<file path="src/design/mbb_pkg.sv">
package mbb_pkg;

  localparam int SCREEN_WIDTH_DEF  = 240;
  localparam int SCREEN_HEIGHT_DEF = 320;

  localparam int COORD_W = 10;

  localparam logic [7:0] CMD_COLUMN_SET   = 8'h2A;
  localparam logic [7:0] CMD_ROW_SET      = 8'h2B;
  localparam logic [7:0] CMD_MEMORY_WRITE = 8'h2C;

  localparam logic OP_START = 1'b0;
  localparam logic OP_BYTE  = 1'b1;

  localparam logic [2:0] REG_WIN_LEFT   = 3'd0;
  localparam logic [2:0] REG_WIN_TOP    = 3'd1;
  localparam logic [2:0] REG_BMP_WIDTH  = 3'd2;
  localparam logic [2:0] REG_BMP_HEIGHT = 3'd3;
  localparam logic [2:0] REG_FG_COLOR   = 3'd4;
  localparam logic [2:0] REG_BG_COLOR   = 3'd5;

  localparam int QDEPTH = 4;
  localparam int QPTR_W = $clog2(QDEPTH);
  localparam int QCNT_W = $clog2(QDEPTH + 1);

  typedef struct packed {
    logic               is_hdr;
    logic [COORD_W-1:0] col_lo;
    logic [COORD_W-1:0] col_hi;
    logic [COORD_W-1:0] row_lo;
    logic [COORD_W-1:0] row_hi;
    logic [7:0]         pix_byte;
    logic [3:0]         pix_cnt;
  } job_t;

  typedef struct packed {
    logic full;
    logic empty;
  } q_stat_t;

endpackage

</file>
<file path="src/design/mbb_fifo.sv">
module mbb_fifo (
  input  logic          clk,
  input  logic          rst_n,
  input  logic          push,
  input  mbb_pkg::job_t push_data,
  input  logic          pop,
  output mbb_pkg::job_t pop_data,
  output mbb_pkg::q_stat_t stat
);

  mbb_pkg::job_t mem_r [mbb_pkg::QDEPTH];
  logic [mbb_pkg::QPTR_W-1:0] wr_ptr_r, wr_ptr_nxt;
  logic [mbb_pkg::QPTR_W-1:0] rd_ptr_r, rd_ptr_nxt;
  logic [mbb_pkg::QCNT_W-1:0] count_r, count_nxt;

  localparam logic [mbb_pkg::QPTR_W-1:0] PTR_LAST = mbb_pkg::QPTR_W'(mbb_pkg::QDEPTH - 1);
  localparam logic [mbb_pkg::QCNT_W-1:0] CNT_FULL = mbb_pkg::QCNT_W'(mbb_pkg::QDEPTH);

  assign stat.full  = (count_r == CNT_FULL);
  assign stat.empty = (count_r == '0);
  assign pop_data   = mem_r[rd_ptr_r];

  always_comb begin
    wr_ptr_nxt = wr_ptr_r;
    rd_ptr_nxt = rd_ptr_r;
    count_nxt  = count_r;
    if (push) begin
      wr_ptr_nxt = (wr_ptr_r == PTR_LAST) ? '0 : wr_ptr_r + 1'b1;
    end
    if (pop) begin
      rd_ptr_nxt = (rd_ptr_r == PTR_LAST) ? '0 : rd_ptr_r + 1'b1;
    end
    if (push && !pop) begin
      count_nxt = count_r + 1'b1;
    end else if (pop && !push) begin
      count_nxt = count_r - 1'b1;
    end
  end

  always_ff @(posedge clk) begin
    if (!rst_n) begin
      wr_ptr_r <= '0;
      rd_ptr_r <= '0;
      count_r  <= '0;
    end else begin
      wr_ptr_r <= wr_ptr_nxt;
      rd_ptr_r <= rd_ptr_nxt;
      count_r  <= count_nxt;
    end
  end

  always_ff @(posedge clk) begin
    if (push) begin
      mem_r[wr_ptr_r] <= push_data;
    end
  end

endmodule

</file>
<file path="src/design/mbb_front.sv">
module mbb_front #(
  parameter int SCREEN_WIDTH  = mbb_pkg::SCREEN_WIDTH_DEF,
  parameter int SCREEN_HEIGHT = mbb_pkg::SCREEN_HEIGHT_DEF
) (
  input  logic                        clk,
  input  logic                        rst_n,
  input  logic                        in_valid,
  output logic                        in_ready,
  input  logic                        in_operation,
  input  logic [7:0]                  in_bitmap_byte,
  input  logic [15:0]                 win_left,
  input  logic [15:0]                 win_top,
  input  logic [mbb_pkg::COORD_W-1:0] bmp_width,
  input  logic [mbb_pkg::COORD_W-1:0] bmp_height,
  input  mbb_pkg::q_stat_t            q_stat,
  output logic                        push,
  output mbb_pkg::job_t               push_data
);

  localparam int CW = mbb_pkg::COORD_W;
  localparam logic [15:0]   SW16 = 16'(SCREEN_WIDTH);
  localparam logic [15:0]   SH16 = 16'(SCREEN_HEIGHT);
  localparam logic [CW-1:0] SW   = CW'(SCREEN_WIDTH);
  localparam logic [CW-1:0] SH   = CW'(SCREEN_HEIGHT);
  localparam logic [CW-1:0] ROW_MAX = {CW{1'b1}};

  logic [CW-1:0] clip_width_r, clip_width_nxt;
  logic [CW-1:0] clip_height_r, clip_height_nxt;
  logic [CW-1:0] row_count_r, row_count_nxt;
  logic [6:0]    byte_in_row_r, byte_in_row_nxt;
  logic          blit_visible_r, blit_visible_nxt;

  logic          accept;
  logic          start_ok;
  logic [CW-1:0] left10, top10, avail_w, avail_h, cw, ch;
  logic [CW:0]   col_base, col_rem;
  logic [3:0]    npix;
  logic [7:0]    stride, byte_inc;

  assign in_ready = !q_stat.full;
  assign accept   = in_valid && in_ready;

  assign left10  = win_left[CW-1:0];
  assign top10   = win_top[CW-1:0];
  assign avail_w = SW - left10;
  assign avail_h = SH - top10;
  assign cw      = (bmp_width > avail_w) ? avail_w : bmp_width;
  assign ch      = (bmp_height > avail_h) ? avail_h : bmp_height;
  assign start_ok = (win_left < SW16) && (win_top < SH16) &&
                    (bmp_width != '0) && (bmp_height != '0);

  assign col_base = {1'b0, byte_in_row_r, 3'b000};
  assign col_rem  = {1'b0, clip_width_r} - col_base;
  always_comb begin
    if ({1'b0, clip_width_r} <= col_base) begin
      npix = '0;
    end else if (col_rem >= (CW+1)'(8)) begin
      npix = 4'd8;
    end else begin
      npix = col_rem[3:0];
    end
  end

  assign stride   = 8'(({1'b0, bmp_width} + (CW+1)'(7)) >> 3);
  assign byte_inc = {1'b0, byte_in_row_r} + 8'd1;

  always_comb begin
    clip_width_nxt   = clip_width_r;
    clip_height_nxt  = clip_height_r;
    row_count_nxt    = row_count_r;
    byte_in_row_nxt  = byte_in_row_r;
    blit_visible_nxt = blit_visible_r;
    push             = 1'b0;
    push_data        = '0;
    if (accept) begin
      if (in_operation == mbb_pkg::OP_START) begin
        row_count_nxt    = '0;
        byte_in_row_nxt  = '0;
        blit_visible_nxt = start_ok;
        clip_width_nxt   = start_ok ? cw : '0;
        clip_height_nxt  = start_ok ? ch : '0;
        push             = start_ok;
        push_data.is_hdr = 1'b1;
        push_data.col_lo = left10;
        push_data.col_hi = left10 + cw - 1'b1;
        push_data.row_lo = top10;
        push_data.row_hi = top10 + ch - 1'b1;
      end else if (blit_visible_r) begin
        push = (row_count_r < clip_height_r) && (npix != '0);
        push_data.is_hdr   = 1'b0;
        push_data.pix_byte = in_bitmap_byte;
        push_data.pix_cnt  = npix;
        if (byte_inc >= stride) begin
          byte_in_row_nxt = '0;
          if (row_count_r != ROW_MAX) begin
            row_count_nxt = row_count_r + 1'b1;
          end
        end else begin
          byte_in_row_nxt = byte_inc[6:0];
        end
      end
    end
  end

  always_ff @(posedge clk) begin
    if (!rst_n) begin
      clip_width_r   <= '0;
      clip_height_r  <= '0;
      row_count_r    <= '0;
      byte_in_row_r  <= '0;
      blit_visible_r <= 1'b0;
    end else begin
      clip_width_r   <= clip_width_nxt;
      clip_height_r  <= clip_height_nxt;
      row_count_r    <= row_count_nxt;
      byte_in_row_r  <= byte_in_row_nxt;
      blit_visible_r <= blit_visible_nxt;
    end
  end

endmodule

</file>
<file path="src/design/mbb_back.sv">
module mbb_back (
  input  logic             clk,
  input  logic             rst_n,
  input  mbb_pkg::q_stat_t q_stat,
  input  mbb_pkg::job_t    pop_data,
  output logic             pop,
  input  logic [15:0]      fg_color,
  input  logic [15:0]      bg_color,
  output logic             out_valid,
  input  logic             out_ready,
  output logic             out_is_data,
  output logic [15:0]      out_bus_word,
  output logic             out_last_of_run
);

  localparam logic [3:0] ST_COL_CMD = 4'd0;
  localparam logic [3:0] ST_COL_SH  = 4'd1;
  localparam logic [3:0] ST_COL_SL  = 4'd2;
  localparam logic [3:0] ST_COL_EH  = 4'd3;
  localparam logic [3:0] ST_COL_EL  = 4'd4;
  localparam logic [3:0] ST_ROW_CMD = 4'd5;
  localparam logic [3:0] ST_ROW_SH  = 4'd6;
  localparam logic [3:0] ST_ROW_SL  = 4'd7;
  localparam logic [3:0] ST_ROW_EH  = 4'd8;
  localparam logic [3:0] ST_ROW_EL  = 4'd9;
  localparam logic [3:0] ST_MEM_CMD = 4'd10;

  mbb_pkg::job_t cur_r;
  logic          cur_valid_r, cur_valid_nxt;
  logic [3:0]    step_r, step_nxt;
  logic          out_valid_r, out_valid_nxt;
  logic          out_is_data_r, out_last_r;
  logic [15:0]   out_word_r;

  logic          advance, last_step, w_is_data;
  logic [15:0]   hdr_word, word;
  logic [15:0]   col_lo16, col_hi16, row_lo16, row_hi16;

  assign col_lo16 = 16'(cur_r.col_lo);
  assign col_hi16 = 16'(cur_r.col_hi);
  assign row_lo16 = 16'(cur_r.row_lo);
  assign row_hi16 = 16'(cur_r.row_hi);

  assign advance   = cur_valid_r && (!out_valid_r || out_ready);
  assign last_step = cur_r.is_hdr ? (step_r == ST_MEM_CMD)
                                  : (step_r == cur_r.pix_cnt - 1'b1);
  assign pop       = !q_stat.empty && (!cur_valid_r || (advance && last_step));

  always_comb begin
    unique case (step_r)
      ST_COL_CMD: hdr_word = 16'(mbb_pkg::CMD_COLUMN_SET);
      ST_COL_SH:  hdr_word = {8'h00, col_lo16[15:8]};
      ST_COL_SL:  hdr_word = {8'h00, col_lo16[7:0]};
      ST_COL_EH:  hdr_word = {8'h00, col_hi16[15:8]};
      ST_COL_EL:  hdr_word = {8'h00, col_hi16[7:0]};
      ST_ROW_CMD: hdr_word = 16'(mbb_pkg::CMD_ROW_SET);
      ST_ROW_SH:  hdr_word = {8'h00, row_lo16[15:8]};
      ST_ROW_SL:  hdr_word = {8'h00, row_lo16[7:0]};
      ST_ROW_EH:  hdr_word = {8'h00, row_hi16[15:8]};
      ST_ROW_EL:  hdr_word = {8'h00, row_hi16[7:0]};
      ST_MEM_CMD: hdr_word = 16'(mbb_pkg::CMD_MEMORY_WRITE);
      default:    hdr_word = '0;
    endcase
  end

  assign w_is_data = !cur_r.is_hdr ||
                     !((step_r == ST_COL_CMD) || (step_r == ST_ROW_CMD) ||
                       (step_r == ST_MEM_CMD));
  assign word = cur_r.is_hdr ? hdr_word
                             : (cur_r.pix_byte[step_r[2:0]] ? fg_color : bg_color);

  always_comb begin
    cur_valid_nxt = cur_valid_r;
    step_nxt      = step_r;
    if (pop) begin
      cur_valid_nxt = 1'b1;
      step_nxt      = '0;
    end else if (advance) begin
      if (last_step) begin
        cur_valid_nxt = 1'b0;
      end
      step_nxt = step_r + 1'b1;
    end
    out_valid_nxt = out_valid_r;
    if (advance) begin
      out_valid_nxt = 1'b1;
    end else if (out_ready) begin
      out_valid_nxt = 1'b0;
    end
  end

  always_ff @(posedge clk) begin
    if (!rst_n) begin
      cur_valid_r <= 1'b0;
      step_r      <= '0;
      out_valid_r <= 1'b0;
    end else begin
      cur_valid_r <= cur_valid_nxt;
      step_r      <= step_nxt;
      out_valid_r <= out_valid_nxt;
    end
  end

  always_ff @(posedge clk) begin
    if (pop) begin
      cur_r <= pop_data;
    end
    if (advance) begin
      out_is_data_r <= w_is_data;
      out_word_r    <= word;
      out_last_r    <= last_step;
    end
  end

  assign out_valid       = out_valid_r;
  assign out_is_data     = out_is_data_r;
  assign out_bus_word    = out_word_r;
  assign out_last_of_run = out_last_r;

endmodule

</file>
<file path="src/design/mono_bitmap_blit_stream.sv">
// Expands a 1-bit-per-pixel bitmap into a display-controller word stream.
// A start word (operation 0) clips the window set in the registers to the
// screen and yields 11 words: column-set command, four column bytes,
// row-set command, four row bytes, memory-write command. Each following
// bitmap byte (operation 1) yields one color word per visible column,
// bit 0 first, up to 8. Off-screen or empty blits and clipped bytes yield
// nothing. The front end takes one input word per cycle while its
// 4-entry job queue has room; the back end drives one output word per
// cycle while the output is ready. The output port's one-word-per-cycle
// rate sets the sustained throughput.
// Registers at byte addresses 0x00..0x14: win_left, win_top, bmp_width,
// bmp_height, fg_color, bg_color; write them only while the block is idle.
module mono_bitmap_blit_stream #(
  parameter int SCREEN_WIDTH  = mbb_pkg::SCREEN_WIDTH_DEF,
  parameter int SCREEN_HEIGHT = mbb_pkg::SCREEN_HEIGHT_DEF
) (
  input  logic        clk,
  input  logic        rst_n,
  input  logic        in_valid,
  output logic        in_ready,
  input  logic        in_operation,
  input  logic [7:0]  in_bitmap_byte,
  output logic        out_valid,
  input  logic        out_ready,
  output logic        out_is_data,
  output logic [15:0] out_bus_word,
  output logic        out_last_of_run,
  input  logic        psel,
  input  logic        penable,
  input  logic        pwrite,
  input  logic [4:0]  paddr,
  input  logic [31:0] pwdata,
  output logic [31:0] prdata,
  output logic        pready
);

  localparam int CW = mbb_pkg::COORD_W;

  logic [15:0]   win_left_r, win_top_r, fg_color_r, bg_color_r;
  logic [CW-1:0] bmp_width_r, bmp_height_r;
  logic [2:0]    reg_idx;
  logic          wr_en;

  mbb_pkg::job_t    push_data, pop_data;
  mbb_pkg::q_stat_t q_stat;
  logic             push, pop;

  assign pready  = 1'b1;
  assign reg_idx = paddr[4:2];
  assign wr_en   = psel && penable && pwrite && pready;

  always_ff @(posedge clk) begin
    if (!rst_n) begin
      win_left_r   <= '0;
      win_top_r    <= '0;
      bmp_width_r  <= '0;
      bmp_height_r <= '0;
      fg_color_r   <= 16'hFFFF;
      bg_color_r   <= '0;
    end else if (wr_en) begin
      unique case (reg_idx)
        mbb_pkg::REG_WIN_LEFT:   win_left_r   <= pwdata[15:0];
        mbb_pkg::REG_WIN_TOP:    win_top_r    <= pwdata[15:0];
        mbb_pkg::REG_BMP_WIDTH:  bmp_width_r  <= pwdata[CW-1:0];
        mbb_pkg::REG_BMP_HEIGHT: bmp_height_r <= pwdata[CW-1:0];
        mbb_pkg::REG_FG_COLOR:   fg_color_r   <= pwdata[15:0];
        mbb_pkg::REG_BG_COLOR:   bg_color_r   <= pwdata[15:0];
        default: ;
      endcase
    end
  end

  always_comb begin
    unique case (reg_idx)
      mbb_pkg::REG_WIN_LEFT:   prdata = 32'(win_left_r);
      mbb_pkg::REG_WIN_TOP:    prdata = 32'(win_top_r);
      mbb_pkg::REG_BMP_WIDTH:  prdata = 32'(bmp_width_r);
      mbb_pkg::REG_BMP_HEIGHT: prdata = 32'(bmp_height_r);
      mbb_pkg::REG_FG_COLOR:   prdata = 32'(fg_color_r);
      mbb_pkg::REG_BG_COLOR:   prdata = 32'(bg_color_r);
      default:                 prdata = '0;
    endcase
  end

  mbb_front #(
    .SCREEN_WIDTH  (SCREEN_WIDTH),
    .SCREEN_HEIGHT (SCREEN_HEIGHT)
  ) u_front (
    .clk            (clk),
    .rst_n          (rst_n),
    .in_valid       (in_valid),
    .in_ready       (in_ready),
    .in_operation   (in_operation),
    .in_bitmap_byte (in_bitmap_byte),
    .win_left       (win_left_r),
    .win_top        (win_top_r),
    .bmp_width      (bmp_width_r),
    .bmp_height     (bmp_height_r),
    .q_stat         (q_stat),
    .push           (push),
    .push_data      (push_data)
  );

  mbb_fifo u_fifo (
    .clk       (clk),
    .rst_n     (rst_n),
    .push      (push),
    .push_data (push_data),
    .pop       (pop),
    .pop_data  (pop_data),
    .stat      (q_stat)
  );

  mbb_back u_back (
    .clk             (clk),
    .rst_n           (rst_n),
    .q_stat          (q_stat),
    .pop_data        (pop_data),
    .pop             (pop),
    .fg_color        (fg_color_r),
    .bg_color        (bg_color_r),
    .out_valid       (out_valid),
    .out_ready       (out_ready),
    .out_is_data     (out_is_data),
    .out_bus_word    (out_bus_word),
    .out_last_of_run (out_last_of_run)
  );

endmodule

</file>
<file path="config.mk">
export PLATFORM = sky130hd
export DESIGN_NAME = mono_bitmap_blit_stream
export DESIGN_NICKNAME = d
export VERILOG_FILES = /design/src/design/mbb_pkg.sv /design/src/design/mbb_fifo.sv /design/src/design/mbb_front.sv /design/src/design/mbb_back.sv /design/src/design/mono_bitmap_blit_stream.sv
export SDC_FILE = /design/constraint.sdc
export NUM_CORES = 1
export LEC_CHECK = 0
export ABC_AREA = 1
export BUFFER_PORTS_ARGS = -buffer_cell sky130_fd_sc_hd__buf_2
export CORE_ASPECT_RATIO = 1.25
export CORE_MARGIN = 2
export CORE_UTILIZATION = 55
export CTS_BUF_LIST = sky130_fd_sc_hd__clkbuf_8
export DETAILED_ROUTE_END_ITERATION = 10
export HOLD_SLACK_MARGIN = 0.1
export PLACE_DENSITY = 0.78
export SLEW_MARGIN = 20
export SYNTH_ARGS = -nofsm -noshare
export SYNTH_HDL_FRONTEND = slang
export SYNTH_SLANG_ARGS = --single-unit
</file>
<file path="constraint.sdc">
create_clock -name clk -period 5.1 [get_ports clk]
set_input_delay 0.51 -clock clk [delete_from_list [all_inputs] [get_ports clk]]
set_output_delay 0.51 -clock clk [all_outputs]
set_load 0.02 [all_outputs]
</file>
==> metrics.cfg <==
[outcome]
status = finished clean

[yosys]
syn_area_sq_um = 19600
syn_area_per_cell_sq_um = 9.74
synth_top_area_share_pct = 43.3
synth_top_cell_by_area = edfxtp_1
yosys-top-cells-area = edfxtp_1 (43%), dfxtp_1 (14%), o21ai_0 (6.3%)
ys_warn_count = 0
synthCells = 2015
synth_edf_count = 283
synth_ff_type = edfxtp_1
ys_async_sr_fraction_pct = 0
synth_cell_types = 55
synth-seq-cells = 418
seq_area_frac_synth_pct = 57.1

[sta]
rsz0062_at_grt = no
fmax_mhz = 211
slew_headroom_pct = 26.4
tightest_slew_ns = 1.10
hold_viol_final = 0
setup_viol = 0
worst_slack_ns = 0.353
period_share_pct = 93.1
setup_tns_ns = 0
skew_ns = 0.0210
period_needed_ns = 4.75
drv_slew = 0

[final_layout]
final_common_cell = edfxtp_1
fin_util_pct = 61.4
syn_to_final_growth_pct = 10.3
nNetsFinal = 2247
drive_gt1_share_pct = 11.3
layoutNonFillerInstCount = 2624
antenna_cells = 0
layout_common_cells = edfxtp_1 (283), nor2_1 (278), o21ai_0 (241)

[worst_setup_path]
critPathBufInv = 3
critPathTopFamily = simple AND/OR/NAND/NOR gates
worstPathArrival_ns = 5.10
reg2reg_slack_ns = 0.35
timing.critical_path.to = u_fifo.mem_r[2][21]$_DFFE_PP_
crit_slowest_cell = fa_1
start_kind = flip-flop
reg2reg_depth = 31
crit_path_start = win_top_r[0]$_SDFFE_PN0P_
crit_cells = 31
crit_fanout = 6
cpPeakStageDelay_ns = 0.35
required_ns = 5.45
critical_path.endpoint_type = flip-flop
critical_path_class = reg2reg
rr_startpoint = win_top_r[0]$_SDFFE_PN0P_
cpMostUsedCell = nand2_1
regToRegEndpoint = u_fifo.mem_r[2][21]$_DFFE_PP_

[global_route]
antenna_found_initial = 1
grt_pass1_wl_mm = 79.3
grt_use_total_pct = 27.2
gr-total-overflow = 0
grt_pass1_vias = 14900
grt_max_degree = 109

[floorplan]
initial_core_util_pct = 55.7
die_area_sq_um = 37200
io_pins = 106
rows = 77
fp.dieH_microns = 215
core_region_area_sq_um = 35300
die_w_microns = 173

[route]
wl_mm = 50.9
via_per_inst = 5.87
antenna_left = 0
via_count = 15400
drtIter0Drc = 1726
drc = 0
wl_per_cell_microns = 19.4
dr.pass1.iters = 6

[min_path]
hp-start = pwdata[10]
min_path_cells = 3
hold_class = in2reg

[power]
p_sw_share_pct = 33.8
p_per_area_nw_per_um2 = 431
internal_power_mw = 6.18
p_comb_share_pct = 23.9
p_sw_mw = 3.15
power_frac_seq_pct = 46.8
leakage_nw = 8.75
irDropWorstVdd_v = 0.000338
clkPwrFrac_pct = 29.3

[cts]
cts.sinks = 418
cts_buffers = 67
insertion_delay_ns = 0.61
cts_buffer_depth = 3
clk_pin_slew_worst_paths_ns = 0.06
cts_tree = built
htreeDepth = 3
cts-root-buf = clkbuf_8
post_cts_buffers = 0

[placement]
dpl.hpwl_mm = 34.4
port_buffers = 70
gp_congestion = 1.00
place_ws_ns = 0.259
dpl.cell_count = 2502

[flow_run]
cap_violations = 0

[worst min-delay path by stage]
| stage | endpoint | slack (ns) |
|---|---|---|
| global placement | u_front.clip_height_r[0]$_SDFFE_PN0P_ | 0.45 |
| finish | fg_color_r[10]$_SDFFE_PN1P_ | 0.19 |
| detailed placement | bg_color_r[6]$_SDFFE_PN0P_ | 0.47 |
| CTS | fg_color_r[10]$_SDFFE_PN1P_ | 0.16 |
| global route | fg_color_r[10]$_SDFFE_PN1P_ | 0.19 |
| floorplan | u_front.clip_height_r[0]$_SDFFE_PN0P_ | 0.43 |
[cells by family (layout without fill, tap and decap cells)]
kind of cell | after synthesis | in the layout | synth area share (%)
other | 2 | 17 | 0.0383
AO/OA/AOI/OAI | 505 | 505 | 14.4
AND/OR/NAND/NOR | 651 | 651 | 14.2
buffers and inverters | 311 | 431 | 6.59
flip-flops | 418 | 418 | 57.1
XOR/XNOR | 31 | 31 | 1.38
adder cells (fa/ha/maj) | 97 | 97 | 6.34
[metal layers]
metal / wire, microns / share of wire (%) / GRT usage (%)
met4: 2160 / 4.2 / 12.0
met2: 24600 / 48 / 46.4
met5: 0 / 0 / 0
met1: 19900 / 39 / 34.3
met3: 4180 / 8.2 / 4.42
[stage by stage]
step	total power, mW	cell area (sq um)	hold slack, ns
finish	9.33	21700	0.187
global route	9.74	21700	0.186
CTS	9.33	21600	0.163
detailed placement	6.63	20400	0.466
global placement	6.52	20400	0.446
floorplan	5.83	19700	0.429
[worst register-to-register path: cells and delay by family (launching register included)]
kind	cells	cell delay [ns]
AO/OA/AOI/OAI	4	0.52
flip-flops	1	0.34
AND/OR/NAND/NOR	20	2.35
adder cells (fa/ha/maj)	4	1.08
buffers and inverters	3	0.21
[cell type report]
type                            count  area [sq um]
Clock buffer                       67           922
Multi-Input combinational cell   1301          7250
Fill cell                        2853         13600
Tap cell                          474           593
Inverter                          217           820
Timing Repair Buffer               92           528
Sequential cell                   418         11200
Clock inverter                     55           338
[sequential cells by signal (all words and copies together) (netlist names), 16 cells and up]
signal               cells
u_fifo.mem_r           212
u_back.out_bus_word     16
fg_color_r              16
u_back.cur_r            33
win_left_r              16
win_top_r               16
bg_color_r              16
[power groups by stage]
stage | Sequential, mW | Combinational (mW) | Clock (mW)
global route | 4.39 | 2.43 | 2.92
finish | 4.37 | 2.23 | 2.73
detailed placement | 4.43 | 2.20 | 0
global placement | 4.43 | 2.10 | 0
CTS | 4.37 | 2.20 | 2.76
floorplan | 4.43 | 1.40 | 0
[cells in the mapped netlist, types with 6 or more instances]
library cell	n
o21ai_1	17
o21ai_0	247
nor3_1	13
nand2_2	11
a221oi_1	16
nor2_2	7
buf_4	21
inv_1	201
inv_2	14
nor2_1	284
o22ai_1	72
nand4_1	18
dfxtp_1	135
clkbuf_1	51
nor4_1	6
nand2_1	234
ha_1	93
buf_2	17
edfxtp_1	283
xor2_1	28
a22oi_1	10
a21oi_1	110
nand3_1	55
[repair_timing]
item	in CTS	in global routing
hold buffers	0	0
gates resized for setup	0	17
setup endpoints to repair	0	28
(Power assumes the default switching activity.)
